<file path="config.mk">
export PLATFORM = sky130hd
export DESIGN_NAME = aes_ram
export DESIGN_NICKNAME = d
export VERILOG_FILES = /design/src/rtl/assert_macros.svh /design/src/rtl/aes_ram.sv
export SDC_FILE = /design/constraint.sdc
export NUM_CORES = 1
export LEC_CHECK = 0
export BUFFER_PORTS_ARGS = -buffer_cell sky130_fd_sc_hd__buf_4
export CAP_MARGIN = 25
export CORE_ASPECT_RATIO = 1.75
export CORE_MARGIN = 10
export CORE_UTILIZATION = 50
export DETAILED_ROUTE_END_ITERATION = 16
export GPL_TIMING_DRIVEN = 1
export PLACE_DENSITY_LB_ADDON = 0.2
export SYNTH_ARGS = -nofsm -noshare
export SYNTH_HDL_FRONTEND = slang
export SYNTH_SLANG_ARGS = --single-unit
</file>
<file path="constraint.sdc">
create_clock -name clk -period 5.55 [get_ports clk]
set_input_delay 1.11 -clock clk [delete_from_list [all_inputs] [get_ports clk]]
set_output_delay 1.11 -clock clk [all_outputs]
set_load 0.03 [all_outputs]
</file>
<file path="src/rtl/assert_macros.svh">
// Assertion macros included by aes_block_encrypt.sv.
`ifndef ASSERT_MACROS_SVH
`define ASSERT_MACROS_SVH
// Implication checked on every rising clock edge outside reset.
`define ASSERT_IMPL(label, clk, rst_n, ante, cons, msg) \
  label: assert property (@(posedge clk) disable iff (!rst_n) (ante) |-> (cons)) \
    else $error(msg);
// Next-cycle implication checked outside reset.
`define ASSERT_NEXT(label, clk, rst_n, ante, cons, msg) \
  label: assert property (@(posedge clk) disable iff (!rst_n) (ante) |=> (cons)) \
    else $error(msg);
`endif

</file>
<file path="src/rtl/aes_ram.sv">
// Generic single-port-write RAM with registered read.
module aes_ram #(
  parameter int unsigned WIDTH = 8,
  parameter int unsigned DEPTH = 16
) (
  input  logic                     clk,
  input  logic                     we,
  input  logic [$clog2(DEPTH)-1:0] waddr,
  input  logic [WIDTH-1:0]         wdata,
  input  logic [$clog2(DEPTH)-1:0] raddr,
  output logic [WIDTH-1:0]         rdata
);
  logic [WIDTH-1:0] mem [DEPTH];

  always_ff @(posedge clk) begin
    if (we) begin
      mem[waddr] <= wdata;
    end
    rdata <= mem[raddr];
  end
endmodule

</file>
# --- Word level (Yosys, flattened, before mapping) ---
# Memory sizes are Yosys's and may differ from the RTL's. A register that Yosys moved wholly into a read port is not among the register bits.
# Cells that the tools add are included.
word_totals:
  reg_bits: 0
  latch_bits: 0
  ramBits: 128
  rom_bits: 0
  in_bits: 18
  output_inout_bits: 8
  word_cells: 3
  memories: 1
classes:
  add_sub_neg: 0
  multipliers: 0
  div_mod_pow: 0
  order_cmp: 0
  n_eq_ne: 0
  n_shift: 0
  mux: 2
  n_bitwise: 0
  n_reduce_logical: 0
memory_table:
  columns: ["memory", "words", "width", "rd", "rd_ports_with_merged_regs", "write_ports", "line_no", "rtl"]
  rows:
  - ["mem", 16, 8, 1, 1, 1, "aes_ram.sv:13", "logic [WIDTH-1:0] mem [DEPTH];"]
op_table:
  columns: ["operator", "count"]
  rows:
  - ["1-bit 2-to-1 mux", 2]

# --- Longest topological paths before layout ---
logic_depth:
  word_depth: 2
  mapped_depth: 5
  ltp_nobuf: 3

# --- Worst setup path after synthesis ---
# Ideal clock, no wire load.
synth_path:
  path_kind: "input to register"
  from: "input waddr[2]"
  to: "memory mem[0][0], enable pin"
  setup_time_ns: 0.383
  t_arrival_ns: 2.220
  required_time_ns: 5.167
  path_slack_ns: 2.947
  path_stages: 2
  n_path_buf: 0
  cell_sequence: "or3b_2 -> nor3_1"
synth_lines:
  columns: ["element", "line_no", "rtl"]
  rows:
  - ["start, declared", "aes_ram.sv:8", "input logic [$clog2(DEPTH)-1:0] waddr,"]
  - ["end, declared", "aes_ram.sv:13", null]
# Straight into the memory's write port.

# --- Final worst setup path ---
layout_path:
  from: "input waddr[2]"
  to: "memory mem[2][7], enable pin"
# Straight into the memory's write port.

==> results summary <==
The flow ran to the end, and the final reports show no timing, DRC or antenna violations. The congestion estimate from routability-driven global placement came to 0.747. The first-pass iteration count of the detailed router came out at 4. Setup violations remaining at the end of the flow were counted as 0. The number of buffers created by CTS is 17. The count of pins over their slew limit is 0. The worst hold path belongs to the class flip-flop to flip-flop. The clock sink count came out at between 100 and 150. The half-perimeter wire length of the detailed placement result came out at 6410 µm. In the global route stage, overall resource usage came out at 13.7%. The top achievable clock speed is 423 MHz. The H-tree depth is 4.

The die area is 14900 µm². The final critical-path required period came out at about 2.4 ns. The number of hold violations in the final report is 0. The warning count from the yosys run came out at 0.

The multi-input combinational cell area is 1060 µm². The initial antenna violation count came to 0. The number of I/O port buffers came out at 25. The routed via count divided by cell count is ~5.8.

The quantity of gates resized following cts came out at 0. The initialized floorplan defines 49 standard-cell rows. After synthesis, the netlist uses 19 different library cells. The share of power burned in combinational logic came out at 5.1%.

In this run the tightest slew margin relative to its limit is 33.9%. The switching power as a share of total power came out at 19.5%. The share of synthesized area occupied by flip-flops and latches is 77.8%. The placed instances occupy a cell area of ~5400 µm². The area share of the largest cell type after synthesis came out at 74.7%. For the worst setup path, the data arrival time is 2.39 ns. The vertical die dimension is 154 µm. The pin count of the biggest net entering global routing came out at 33. In the post-synthesis netlist, the biggest area contributors are sky130_fd_sc_hd__edfxtp_1, sky130_fd_sc_hd__mux4_2, sky130_fd_sc_hd__mux4_1. The final routed wirelength across all metal layers is roughly 9800 µm.

The area used by sequential logic in the layout came out at approximately 4000 µm². The fraction of final layout cells with drive strength greater than 1 is 26.2%. The layout has 780 filler cells.

The count of nets left with antenna violations once routing finished came out at 0. The average wire per cell in the routed design is roughly 24 µm. Summing all non-filler instances in the final layout gives an area of ~6000 µm². The clock skew is 0.00730 ns. The leading area contributor after synthesis is sky130_fd_sc_hd__edfxtp_1.

The setup TNS after final layout is 0 ns. The maximum count of clock buffers along a single path came out at 2. The latest clock arrival within the worst-skew pair is 0.41 ns.

The type of the setup path with the least slack is input pin to flip-flop. For this block, the initial DRC count from the detailed router was 166. From synthesis to final layout, the design area changed by 16.7%. At the worst endpoint, the required time is 5.58 ns. The boundary pin count is 26.

The area of the core came out at 10200 µm². The number of hold buffers added after CTS came out at 0. Synthesis produced 229 cells. The pin slew with the least headroom to its limit came out at 0.989 ns.

The clock tree from TritonCTS is yes. The slack of the critical path came out at 3.19 ns. The worst setup timing slack at the placement stage came out at 2.63 ns. The count of maximum capacitance violations is 0.

The power density normalized to cell area is 392 nW/µm². The largest fanout on the critical path came out at 8. The clock-pin slew of the registers on the worst-case setup and hold paths is 0.06 ns. The total congestion overflow after global routing is 0.

The clock share of power came out at 45.8%. After detailed routing, the number of remaining DRC violations is 0. The initial core utilization is 50.6%. Summed over all nets, the switching power comes to about 0.46 mW. The share of the clock period used by the worst path after layout came out at 42.6%. The average cell area after synthesis came out at 22.5 µm². Setup repair after global routing left no endpoint under its margin. The number of diodes added for antenna fixing came out at 0.

The wire length of the first global-routing pass came out at 15200 µm. The number of storage elements in the synthesis netlist came out at 136. STA classifies the critical path endpoint as a flip-flop. The die width came out at 96.7 µm. The worst voltage drop across the vdd grid came out at between 0.0002 and 0.0003 V. The reported leakage power came out at 2.01 nW. After clock tree synthesis, the setup repair step added 0 buffers.

The total number of vias came out at 2354. The tree is rooted in a sky130_fd_sc_hd__clkbuf_16. The number of nets in the layout came out at roughly 280. The internal power component is 1.89 mW.

STA classifies the critical path startpoint as an input pin. The sequential power share is 49.1%. The number of global-route vias before repair is 2579. The net count after synthesis came out at 247. After synthesis the cells add up to just over 5000 µm².
## sequential cells by signal, summed over array words and instances (netlist names)
| register | count |
|---|---|
| mem | 128 |
| rdata | 8 |
## power by group through the flow
stage          registers, mW  logic [mW]  clock network, mW
6_report                1.16       0.119               1.08
5_1_grt                 1.16       0.129               1.14
4_1_cts                 1.16       0.121               1.09
3_5_place_dp            1.18       0.121                  0
3_3_place_gp            1.18       0.119                  0
2_1_floorplan           1.19      0.0583                  0
## per-stage QoR
stage                     cells  util (%)  power, mW  hold WS [ns]
final                       406      59.0       2.35         0.670
after global routing        406      59.0       2.42         0.701
after CTS                   405      58.9       2.37         0.673
after detailed placement    373      53.3       1.30         0.651
after global placement      373      53.3       1.29         0.651
after floorplan             229         -       1.25         0.629
## area by class of cell
cell class	count	area share (%)
sequential	136	66.7
multi-input combinational	83	17.7
clock buffer	20	7.27
timing repair buffer	28	3.50
tap	127	2.65
clock inverter	12	2.21
## kinds of logic after synthesis
kind of cell           after synthesis  synth area share, %
buffers and inverters               10                 1.68
AOI/OAI and AO/OA                   16                 2.33
DFF                                136                 77.8
muxes                               32                 15.0
and+or+nand+nor                     35                 3.18
## routing by layer
metal	wire (µm)	vias to the layer above	global-route usage, %
met5	0	-	0
met4	106	0	5.79
met3	415	10	4.01
met2	5440	67	23.6
met1	3800	1230	15.3
li1	-	1047	-
## worst max-delay path: stages
cell and delay, ns:
sky130_fd_sc_hd__buf_4 0.12, sky130_fd_sc_hd__or3b_2 0.51, sky130_fd_sc_hd__nor2_1 0.65
## final timing paths
kind               from        end  slack, ns  cells after the start
max            waddr[2]  mem[2][7]       3.19                      3
min          mem[14][2]   rdata[2]       0.67                      3
min reg2reg  mem[14][2]   rdata[2]       0.67                      3
max reg2reg   mem[1][5]   rdata[5]       4.18                      3
## synthesized netlist by cell type
| library cell | count |
|---|---|
| sky130_fd_sc_hd__and2b_1 | 1 |
| sky130_fd_sc_hd__nand2b_1 | 2 |
| sky130_fd_sc_hd__or3b_2 | 1 |
| sky130_fd_sc_hd__dfxtp_1 | 8 |
| sky130_fd_sc_hd__nand3b_1 | 2 |
| sky130_fd_sc_hd__a22oi_1 | 16 |
| sky130_fd_sc_hd__edfxtp_1 | 128 |
| sky130_fd_sc_hd__buf_6 | 3 |
| sky130_fd_sc_hd__nand3_1 | 1 |
| sky130_fd_sc_hd__nand2_1 | 9 |
| sky130_fd_sc_hd__mux4_2 | 18 |
| sky130_fd_sc_hd__buf_4 | 1 |
| sky130_fd_sc_hd__buf_2 | 3 |
| sky130_fd_sc_hd__nor3_1 | 4 |
| sky130_fd_sc_hd__nor2b_1 | 1 |
| sky130_fd_sc_hd__and2_1 | 1 |
| sky130_fd_sc_hd__nor2_1 | 13 |
| sky130_fd_sc_hd__mux4_1 | 14 |
| sky130_fd_sc_hd__clkdlybuf4s25_2 | 3 |
## cells in the final DEF (no fill, tap or decap), drive strengths merged
cell type / instances
nand2b: 2
edfxtp: 128
dfxtp: 8
buf: 27
mux4: 32
clkinvlp: 1
nand2: 9
clkbuf: 21
nor3: 4
and2: 1
a22oi: 16
clkinv: 8
nor2: 13
and2b: 1
bufinv: 3
nand3b: 2
nand3: 1
or3b: 1
nor2b: 1
Note: power is estimated with default switching activity, not from simulation.
